`src/hw/rtl/mdv_pkg.sv`:
```
package mdv_pkg;

    localparam int NUM_CH          = 5;
    localparam int SAMPLE_W        = 10;
    localparam int AVG_FRAC        = 8;
    localparam int AVG_W           = 18;
    localparam int DEV_FRAC        = 12;
    localparam int DEV_W           = 22;
    localparam int CFG_W           = 8;
    localparam int CH_W            = 3;
    localparam int ANGLE_W         = 8;
    localparam int HISTORY_DEPTH_D = 10;
    localparam int MAX_WINDOW_D    = 150;
    localparam logic [CFG_W-1:0] WINDOW_RESET = 8'd100;
    localparam int ANGLE_STEP      = 45;

    // dividend width for both division kinds (average and deviation)
    localparam int DIV_NUM_W = AVG_W + DEV_FRAC + 1;
    localparam int DIV_DEN_W = AVG_W;
    localparam int DIV_CNT_W = $clog2(DIV_NUM_W + 1);

    function automatic logic [ANGLE_W-1:0] angle_of(input logic [CH_W-1:0] ch);
        logic [ANGLE_W-1:0] a;
        case (ch)
            3'd0:    a = 8'd0;
            3'd1:    a = 8'd45;
            3'd2:    a = 8'd90;
            3'd3:    a = 8'd135;
            3'd4:    a = 8'd180;
            default: a = 8'd0;
        endcase
        return a;
    endfunction

endpackage

```
`src/hw/rtl/mdv_divider.sv`:
```
module mdv_divider (
    input  logic                               aclk,
    input  logic                               aresetn,
    input  logic                               start,
    input  logic [mdv_pkg::DIV_NUM_W-1:0]      num,
    input  logic [mdv_pkg::DIV_DEN_W-1:0]      den,
    output logic                               done,
    output logic [mdv_pkg::DIV_NUM_W-1:0]      quo
);
    localparam int NW = mdv_pkg::DIV_NUM_W;
    localparam int DW = mdv_pkg::DIV_DEN_W;
    localparam int CW = mdv_pkg::DIV_CNT_W;

    logic [NW-1:0] q_reg, q_next;
    logic [DW:0]   r_reg, r_next;
    logic [DW-1:0] d_reg, d_next;
    logic [CW-1:0] cnt_reg, cnt_next;
    logic          busy_reg, busy_next, done_reg, done_next;
    logic [DW+1:0] trial;
    logic [DW+1:0] sh;

    // restoring radix-2, one quotient bit per cycle
    always_comb begin
        q_next    = q_reg;
        r_next    = r_reg;
        d_next    = d_reg;
        cnt_next  = cnt_reg;
        busy_next = busy_reg;
        done_next = 1'b0;
        sh        = {r_reg, q_reg[NW-1]};
        trial     = sh - {2'b00, d_reg};
        if (start) begin
            q_next    = num;
            r_next    = '0;
            d_next    = den;
            cnt_next  = CW'(NW);
            busy_next = 1'b1;
        end else if (busy_reg) begin
            if (!trial[DW+1]) begin
                r_next = trial[DW:0];
                q_next = {q_reg[NW-2:0], 1'b1};
            end else begin
                r_next = sh[DW:0];
                q_next = {q_reg[NW-2:0], 1'b0};
            end
            cnt_next = cnt_reg - 1'b1;
            if (cnt_reg == CW'(1)) begin
                busy_next = 1'b0;
                done_next = 1'b1;
            end
        end
    end

    always_ff @(posedge aclk) begin
        if (!aresetn) begin
            busy_reg <= 1'b0;
            done_reg <= 1'b0;
            cnt_reg  <= '0;
        end else begin
            busy_reg <= busy_next;
            done_reg <= done_next;
            cnt_reg  <= cnt_next;
        end
        q_reg <= q_next;
        r_reg <= r_next;
        d_reg <= d_next;
    end

    assign done = done_reg;
    assign quo  = q_reg;
endmodule

```
`src/hw/rtl/mic_array_direction_vote_core.sv`:
```
// Channel  | Dir | Handshake         | Payload
// s_axis   | in  | s_tvalid/s_tready | s_tdata: mic_one..mic_five, 10 bits each
// m_axis   | out | m_tvalid/m_tready | m_tdata: winning_channel[2:0], direction_angle[10:3]
// cfg      | in  | cfg_valid/ready   | cfg_data: window_samples
// A new sample set is taken only after the last is done; its pace is set by the shared
// bit-serial divider (one quotient bit per cycle, up to ten divisions per item); a zero
// average skips its deviation divide. A window's end adds a scan of the win counts.
// Reset (aresetn low, synchronous) clears history, averages, counts; window back to 100.
// The result sits in an output register; a new item is taken while it waits,
// but the next window result stalls the block until the previous one leaves.
module mic_array_direction_vote_core #(
    parameter int HISTORY_DEPTH = mdv_pkg::HISTORY_DEPTH_D,
    parameter int MAX_WINDOW    = mdv_pkg::MAX_WINDOW_D
) (
    input  logic        aclk,
    input  logic        aresetn,
    input  logic        s_tvalid,
    output logic        s_tready,
    input  logic [55:0] s_tdata,   // mic_one, mic_two, mic_three, mic_four, mic_five
    output logic        m_tvalid,
    input  logic        m_tready,
    output logic [15:0] m_tdata,   // winning_channel, direction_angle
    input  logic        cfg_valid,
    output logic        cfg_ready,
    input  logic [7:0]  cfg_data
);
    localparam int NC  = mdv_pkg::NUM_CH;
    localparam int SW  = mdv_pkg::SAMPLE_W;
    localparam int AW  = mdv_pkg::AVG_W;
    localparam int DW  = mdv_pkg::DEV_W;
    localparam int NW  = mdv_pkg::DIV_NUM_W;
    localparam int HW  = $clog2(HISTORY_DEPTH + 1);
    localparam int HIW = (HISTORY_DEPTH > 1) ? $clog2(HISTORY_DEPTH) : 1;
    localparam int SUMW = SW + HW;

    typedef enum logic [3:0] {
        S_IDLE, S_DEV_START, S_DEV_WAIT, S_SHIFT, S_SUM, S_AVG_START,
        S_AVG_WAIT, S_NEXT, S_VOTE, S_EMIT
    } state_t;

    state_t state_reg;
    logic [SW-1:0]  x_reg [NC];
    logic [SW-1:0]  hist_reg [NC][HISTORY_DEPTH];
    logic [AW-1:0]  avg_reg [NC];
    logic [7:0]     wins_reg [NC];
    logic [7:0]     pos_reg;
    logic [7:0]     win_lim_reg;
    logic [2:0]     ch_reg;
    logic [HIW-1:0] hi_reg;
    logic [SUMW-1:0] sum_reg;
    logic [HW-1:0]  cnt_reg;
    logic [DW-1:0]  best_reg;
    logic [2:0]     winner_reg;
    logic           m_valid_reg;
    logic [2:0]     m_ch_reg;
    logic [7:0]     top_reg;
    logic [2:0]     best_ch_reg;

    logic           div_start;
    logic [NW-1:0]  div_num;
    logic [AW-1:0]  div_den;
    logic           div_done;
    logic [NW-1:0]  div_quo;

    mdv_divider u_div (
        .aclk(aclk), .aresetn(aresetn), .start(div_start), .num(div_num),
        .den(div_den), .done(div_done), .quo(div_quo)
    );

    logic [AW-1:0] xs;
    logic [AW-1:0] diff;
    logic [7:0]    lim;
    logic [DW-1:0] dev;
    logic          emit_fire;

    always_comb begin
        xs   = {x_reg[ch_reg], 8'd0};
        diff = (xs >= avg_reg[ch_reg]) ? xs - avg_reg[ch_reg] : avg_reg[ch_reg] - xs;
        lim  = (win_lim_reg == 8'd0) ? 8'd1 :
               (win_lim_reg > 8'(MAX_WINDOW)) ? 8'(MAX_WINDOW) : win_lim_reg;
        dev  = (div_quo > NW'({DW{1'b1}})) ? {DW{1'b1}} : div_quo[DW-1:0];
        div_start = (state_reg == S_DEV_START) || (state_reg == S_AVG_START);
        if (state_reg == S_DEV_START) begin
            div_num = NW'({diff, 12'd0});
            div_den = avg_reg[ch_reg];
        end else begin
            div_num = NW'({sum_reg, 8'd0});
            div_den = AW'(cnt_reg);
        end
    end

    assign emit_fire = (state_reg == S_EMIT) && (ch_reg == 3'(NC)) &&
                       (!m_valid_reg || m_tready);

    assign s_tready  = (state_reg == S_IDLE);
    assign cfg_ready = (state_reg == S_IDLE);
    assign m_tvalid  = m_valid_reg;
    assign m_tdata   = {5'd0, mdv_pkg::angle_of(m_ch_reg), m_ch_reg};

    always_ff @(posedge aclk) begin
        if (!aresetn) begin
            state_reg   <= S_IDLE;
            m_valid_reg <= 1'b0;
            pos_reg     <= '0;
            win_lim_reg <= mdv_pkg::WINDOW_RESET;
            for (int c = 0; c < NC; c++) begin
                avg_reg[c]  <= '0;
                wins_reg[c] <= '0;
                for (int i = 0; i < HISTORY_DEPTH; i++) hist_reg[c][i] <= '0;
            end
        end else begin
            if (emit_fire) m_valid_reg <= 1'b1;
            else if (m_tready) m_valid_reg <= 1'b0;
            if (cfg_valid && cfg_ready) win_lim_reg <= cfg_data;
            case (state_reg)
                S_IDLE: begin
                    if (s_tvalid) begin
                        for (int c = 0; c < NC; c++) x_reg[c] <= s_tdata[c*SW +: SW];
                        if (avg_reg[0] == '0 && avg_reg[1] == '0 && avg_reg[2] == '0 &&
                            avg_reg[3] == '0 && avg_reg[4] == '0) begin
                            for (int c = 0; c < NC; c++)
                                avg_reg[c] <= {s_tdata[c*SW +: SW], 8'd0};
                        end
                        ch_reg     <= '0;
                        best_reg   <= '0;
                        winner_reg <= '0;
                        state_reg  <= S_DEV_START;
                    end
                end
                S_DEV_START: begin
                    state_reg <= (avg_reg[ch_reg] == '0) ? S_NEXT : S_DEV_WAIT;
                end
                S_DEV_WAIT: begin
                    if (div_done) begin
                        if (dev > best_reg) begin
                            best_reg   <= dev;
                            winner_reg <= ch_reg;
                        end
                        state_reg <= S_NEXT;
                    end
                end
                S_NEXT: begin
                    if (ch_reg == 3'(NC - 1)) begin
                        ch_reg    <= '0;
                        state_reg <= S_SHIFT;
                    end else begin
                        ch_reg    <= ch_reg + 1'b1;
                        state_reg <= S_DEV_START;
                    end
                end
                S_SHIFT: begin
                    for (int i = HISTORY_DEPTH - 1; i > 0; i--)
                        hist_reg[ch_reg][i] <= hist_reg[ch_reg][i-1];
                    hist_reg[ch_reg][0] <= x_reg[ch_reg];
                    sum_reg   <= '0;
                    cnt_reg   <= '0;
                    hi_reg    <= '0;
                    state_reg <= S_SUM;
                end
                S_SUM: begin
                    if (hist_reg[ch_reg][hi_reg] != '0) begin
                        sum_reg <= sum_reg + SUMW'(hist_reg[ch_reg][hi_reg]);
                        cnt_reg <= cnt_reg + 1'b1;
                    end
                    if (hi_reg == HIW'(HISTORY_DEPTH - 1)) state_reg <= S_AVG_START;
                    else hi_reg <= hi_reg + 1'b1;
                end
                S_AVG_START: begin
                    if (cnt_reg == '0) begin
                        avg_reg[ch_reg] <= '0;
                        state_reg <= S_VOTE;
                    end else begin
                        state_reg <= S_AVG_WAIT;
                    end
                end
                S_AVG_WAIT: begin
                    if (div_done) begin
                        avg_reg[ch_reg] <= div_quo[AW-1:0];
                        state_reg <= S_VOTE;
                    end
                end
                S_VOTE: begin
                    if (ch_reg == 3'(NC - 1)) begin
                        wins_reg[winner_reg] <= wins_reg[winner_reg] + 1'b1;
                        pos_reg   <= pos_reg + 1'b1;
                        ch_reg    <= '0;
                        top_reg   <= '0;
                        best_ch_reg <= '0;
                        state_reg <= (pos_reg + 1'b1 >= lim) ? S_EMIT : S_IDLE;
                    end else begin
                        ch_reg    <= ch_reg + 1'b1;
                        state_reg <= S_SHIFT;
                    end
                end
                S_EMIT: begin
                    if (ch_reg < 3'(NC)) begin
                        if (wins_reg[ch_reg] > top_reg) begin
                            top_reg     <= wins_reg[ch_reg];
                            best_ch_reg <= ch_reg;
                        end
                        ch_reg <= ch_reg + 1'b1;
                    end else if (emit_fire) begin
                        m_ch_reg    <= best_ch_reg;
                        pos_reg     <= '0;
                        for (int c = 0; c < NC; c++) wins_reg[c] <= '0;
                        state_reg   <= S_IDLE;
                    end
                end
                default: state_reg <= S_IDLE;
            endcase
        end
    end

    a_ready_idle: assert property (@(posedge aclk) disable iff (!aresetn)
        s_tready |-> state_reg == S_IDLE) else $error("ready outside idle");
    a_out_range: assert property (@(posedge aclk) disable iff (!aresetn)
        m_tvalid |-> m_ch_reg < 3'(NC)) else $error("channel out of range");
    a_pos_bound: assert property (@(posedge aclk) disable iff (!aresetn)
        state_reg == S_IDLE |-> pos_reg < 8'(MAX_WINDOW)) else $error("window overrun");
endmodule
```
`config.mk`:
```
export PLATFORM = sky130hd
export DESIGN_NAME = mic_array_direction_vote_core
export DESIGN_NICKNAME = d
export VERILOG_FILES = /design/src/hw/rtl/mdv_pkg.sv /design/src/hw/rtl/mdv_divider.sv /design/src/hw/rtl/mic_array_direction_vote_core.sv
export SDC_FILE = /design/constraint.sdc
export NUM_CORES = 2
export LEC_CHECK = 0
export BUFFER_PORTS_ARGS = -buffer_cell sky130_fd_sc_hd__buf_4
export CORE_ASPECT_RATIO = 0.9
export CORE_MARGIN = 1.5
export CORE_UTILIZATION = 55
export CTS_BUF_LIST = sky130_fd_sc_hd__clkbuf_2
export CTS_CLUSTER_SIZE = 40
export DETAILED_ROUTE_END_ITERATION = 10
export PLACE_DENSITY = 0.71
export SKIP_CTS_REPAIR_TIMING = 1
export SLEW_MARGIN = 10
export SYNTH_ARGS = -nofsm -noshare
export SYNTH_HDL_FRONTEND = slang
export SYNTH_HIERARCHICAL = 1
export SYNTH_SLANG_ARGS = --single-unit
```
`constraint.sdc`:
```
create_clock -name aclk -period 10 [get_ports aclk]
set_clock_uncertainty 0.15 [all_clocks]
set_input_delay 1.5 -clock aclk [delete_from_list [all_inputs] [get_ports aclk]]
set_output_delay 1.5 -clock aclk [all_outputs]
set_load 0.01 [all_outputs]
```
* Word level (Yosys, flattened, before mapping) *
Memory sizes are Yosys's and may differ from the RTL's. A register that Yosys moved wholly into a read port is not among the register bits.
Index checks and enable logic that the tools add are counted.

operators by class
  add/subtract/negate cells = 10
  mux-type cells = 118
  magnitude comparators = 8
  equality and inequality tests = 29
  reduce and logical (&&, ||, !) cells = 39
  bitwise gates (word level) = 15

operators by type and width
  cell                                                                                number
  18-bit 2-to-1 mux                                                                   8
  8-bit 2-to-1 mux                                                                    14
  18-bit logical NOT                                                                  6
  100-bit 2-to-1 mux                                                                  1
  100-bit OR reduction                                                                1
  22-bit 2-to-1 mux                                                                   4
  31-bit 2-to-1 mux                                                                   2
  3-bit 2-to-1 mux                                                                    17
  4-bit 2-to-1 mux                                                                    12
  22-bit case mux with 2 select lines                                                 1
  10-bit binary-select mux with 4-bit select                                          1
  1-bit 2-to-1 mux                                                                    40
  4-bit case mux with 10 select lines                                                 1
  18-bit subtractor                                                                   2
  8-bit case mux with 2 select lines                                                  2
  8-bit case mux with 4 select lines                                                  1
  31-bit by 22-bit greater-than comparator with 1-bit output (second input constant)  1
  30-bit 2-to-1 mux                                                                   1
  14-bit case mux with 2 select lines                                                 1
  22-bit greater-than comparator                                                      1
  10-bit 2-to-1 mux                                                                   2
  20-bit by 18-bit subtractor with 20-bit output                                      1
  19-bit 2-to-1 mux                                                                   1
  18-bit >= comparator                                                                1
  45 further kinds                                                                    97

word-level totals
  bits in registers = 160
  word-level logic and storage cells = 243
  memories kept = 4
  memory bits (writable) = 680
  output and inout bits = 19
  bits of input ports = 69

memories
  name      depth  bits a word  rd ports  clocked after memory_dff  wr ports  RTL line                             text
  hist_reg  5      100          1         1                         5         mic_array_direction_vote_core.sv:43  logic [SW-1:0] hist_reg [NC][HISTORY_DEPTH];
  avg_reg   5      18           6         1                         5         mic_array_direction_vote_core.sv:44  logic [AW-1:0] avg_reg [NC];
  x_reg     5      10           1         1                         5         mic_array_direction_vote_core.sv:42  logic [SW-1:0] x_reg [NC];
  wins_reg  5      8            2         2                         5         mic_array_direction_vote_core.sv:45  logic [7:0] wins_reg [NC];

* Longest topological paths before layout *
An unclocked memory read counts as a cell.

  depth in word-level cells = 13
  mapped depth = 25
  mapped depth without buffers = 19

* By module *
Netlist, hierarchy kept.

by module, submodules not included
  module                         area an instance (um2)  sequential area each (um2)  cells each  instances
  mic_array_direction_vote_core  52335.2                 34232.8                     3587        1
  mdv_divider                    4124.0                  1991.9                      368         1

* Worst setup path before layout *
Ideal clock, no wire load.

  path kind = input to register
  from = input aresetn
  to = memory hist_reg[6][0] (netlist name), enable pin
  path buffers = 1
  arrival time = 8.082 ns
  library setup time = 0.649 ns
  setup slack = 1.119 ns
  required time = 9.201 ns
  stages = 3
  path through = clkbuf_1 nand2_1 nor3_1

RTL lines
  element             RTL line                             text
  start: declaration  mic_array_direction_vote_core.sv:16  input logic aresetn,
  end: declaration    mic_array_direction_vote_core.sv:43

==> impl_metrics.toml <==
[clocking]
tritoncts = "done"
clock_latency_ns = 1.60
numCtsBuffers = 320
clock_path_buffers = 4
clkSinkCount = 1224
htreeDepth = 5
cts_root_buf = "clkbuf_2"
clk_pin_slew_worst_paths_ns = 0.10

[sta]
final-hold-violation-count = 0
fin_crit_sh_pct = 58.9
clock.fmax_mhz = 170
finalSetupViolations = 0
drv_slew = 0
finalSetupTns_ns = 0
fin_crit_ns = 5.89
rsz0062_at_grt = "false"
maxSlewHeadroom_pct = 12.8
worst_pin_slew_ns = 1.29

[layout]
largest_reg_flops = 800
layout-drive-gt1-share_pct = 23.9
layout.cells.non_filler = 5817
nets = 4415
n_fill_cell = 7919
seq_area_um2 = 36200
multiInputGateArea_um2 = 18500
synthToLayoutAreaGrowth_pct = 9.05

[pwr]
ir_worst_vdd_uv = 114
power_frac_comb_pct = 28.1
clockPowerShare_pct = 24.3
powerDensity_nw_per_um2 = 216
p_leak_nw = 22.7
switching_share_pct = 33.7
intPower_mw = 8.84
seqPwrFrac_pct = 47.6
switchingPower_mw = 4.49

[detailed_routing]
wire_per_inst_um = 24.0
wl_um = 140000
antenna_left = 0
drtIter0Drc = 4071
drtPass1Iterations = 5
drc = 0
via_count = 35476
via_per_inst = 6.10

[synth]
ys.warnings.count = 6
netlist_area_um2 = 56500
ys_ff_latch = 1224
ys_async_sr_fraction_pct = 0
synth_flop_cell = "edfxtp_1"
synth-edff-count = 1171
synth-seq-area-share_pct = 64.2
synth_cell_types = 82
netlist_instances = 3955
synth_area_per_cell_um2 = 14.3

[setup_path]
critical_path.top_delay_family = "compound AO/OA/AOI/OAI gates"
cp_common_cell = "a21o_1"
cp.arrival_ns = 6.97
cpPeakStageDelay_ns = 0.79
critPathRequiredTime_ns = 11.09
critPathBufInv = 1
cp_max_fo = 118
path_class = "reg2reg"
end_kind = "flop"
slowest_stage = "dfxtp_4"
startpoint_type = "flop"
worstPathCellList = "buf_12, mux4_2, mux2i_1, ha_1, a21o_1, a21o_1, a21o_1, nor3_1, a21boi_1, nor2_1, a311oi_1, or3_1, nand3_1, mux2_2"

[global_routing]
gr-total-overflow = 0
grt_pass1_vias = 35607
grt_pass1_wl_um = 211000
grt_busiest_layer = "met2"
use_met2_pct = 41.6
grtUsageTotal_pct = 26.8
grt_start_max_net_pins = 119
antenna_found_initial = 6
use_met3_pct = 4.85
grt_use_met1_pct = 38.2

[placement]
io_buffers = 76
hpwl_um = 82300
place_inst = 5229
gp_congestion = 0.886

[die]
die_area_um2 = 105000
ios = 88
dieWidth_um = 341
coreArea_um2 = 102000
die_h_um = 307
initial_utilization_pct = 55.5
num_rows = 111

[job]
drv_cap = 0

[hold_path]
holdCritPathClass = "in2reg"

[outcome]
outcome = "finished, final reports clean"
-- synthesized netlist by cell type (9+ instances only) --
cell      number  area share [%]
nand4_1       24            0.27
nor2b_1       44            0.49
o21a_1        13            0.17
nor3_1        41            0.36
nand3_1       47            0.42
nor4_1        27            0.30
and3_1        10            0.11
mux4_2       281              11
and2_1        20            0.22
nor2_1       655             4.4
o211ai_1      14            0.19
or3_1         69            0.76
nand2b_1      13            0.14
dfxtp_1       53             1.9
or2_2         23            0.25
nand2_1      240             1.6
buf_6          9            0.18
mux2_2        93             1.9
buf_1         12           0.080
clkbuf_1     144            0.96
a31oi_1       17            0.19
o21ai_0      125             1.1
a21o_1        30            0.40
a211oi_1      23            0.31
buf_4         30            0.40
edfxtp_1    1171              62
xnor2_1       29            0.45
a22oi_1        9            0.12
a21oi_1       74            0.66
mux2i_1      110             2.0
inv_1        223             1.5
o22ai_1       11            0.12
ha_1          96             2.1
xor2_1        29            0.45
buf_2         42            0.37
-- per-layer routing --
metal	up-vias	share of wire [%]
li1	15532	-
met1	17731	41
met2	1899	47
met3	312	9.4
met4	2	2.9
met5	-	0.016
-- final cells by class --
class                      instances  share of cell area (%)
multi-input combinational       2283                    30.0
timing repair buffer             195                    2.73
clock buffer                     456                    3.71
antenna                            7                  0.0285
tap                             1356                    2.76
sequential                      1224                    58.9
clock inverter                    73                   0.557
inverter                         223                    1.36
-- worst min-delay path: stages --
cell and delay (ns):
buf_4 0.08, nand2_1 0.05, nand3_1 0.07
-- placed cells by master, fill, tap and decap left out, types with 47 or more instances in the layout --
| cell | netlist | final |
|---|---|---|
| clkinv_1 | 0 | 54 |
| nor2_1 | 655 | 647 |
| buf_4 | 30 | 136 |
| nand3_1 | 47 | 47 |
| dfxtp_1 | 53 | 50 |
| ha_1 | 96 | 96 |
| edfxtp_1 | 1171 | 1171 |
| mux2_2 | 93 | 93 |
| dlygate4sd3_1 | 0 | 51 |
| mux4_2 | 281 | 281 |
| clkbuf_2 | 0 | 456 |
| o21ai_0 | 125 | 115 |
| mux2i_1 | 110 | 110 |
| nand2_1 | 240 | 239 |
| a21oi_1 | 74 | 74 |
| inv_1 | 223 | 222 |
| or3_1 | 69 | 65 |
-- power groups by stage --
stage                     Clock [mW]  Sequential (mW)  Combinational (mW)
after detailed placement           0             6.45                3.68
after CTS                       3.31             6.34                3.70
after global placement             0             6.44                3.64
after floorplan                    0             6.30                2.86
after global routing            3.57             6.38                4.03
final                           3.24             6.34                3.74
-- stage by stage --
step	setup WS, ns	hold WS (ns)	cell area (um2)	util [%]	power, mW
2_1_floorplan	1.12	0.250	56500	-	9.16
3_3_place_gp	4.20	0.251	58400	57.4	10.1
3_5_place_dp	4.16	0.255	58400	57.4	10.1
4_1_cts	4.08	-0.193	61000	59.9	13.3
5_1_grt	3.87	-0.0242	61600	60.5	14.0
6_report	4.11	0.106	61600	60.5	13.3
-- path summary, 6_finish.rpt --
check | slack (ns) | depth (start not counted) | endpoint | from
max | 4.11 | 14 | u_div/quo[29] | flop
min | 0.11 | 3 | win_lim_reg[5] | cfg_data[5]
max reg2reg | 4.11 | 14 | u_div/quo[29] | flop
min reg2reg | 0.28 | 0 | m_ch_reg[1] | best_ch_reg[1]
-- logic make-up (layout without fill, tap and decap cells) --
group	after synthesis	after routing	synth area share, %
XOR/XNOR	58	58	0.900
other	1	21	0.00664
multiplexers	487	487	15.2
adder cells (fa/ha/maj)	99	99	2.23
flip-flops	1224	1224	64.2
AO/OA/AOI/OAI	382	382	4.29
buffers and inverters	461	947	3.51
AND/OR/NAND/NOR	1243	1243	9.75
(Power assumes the default switching activity.)
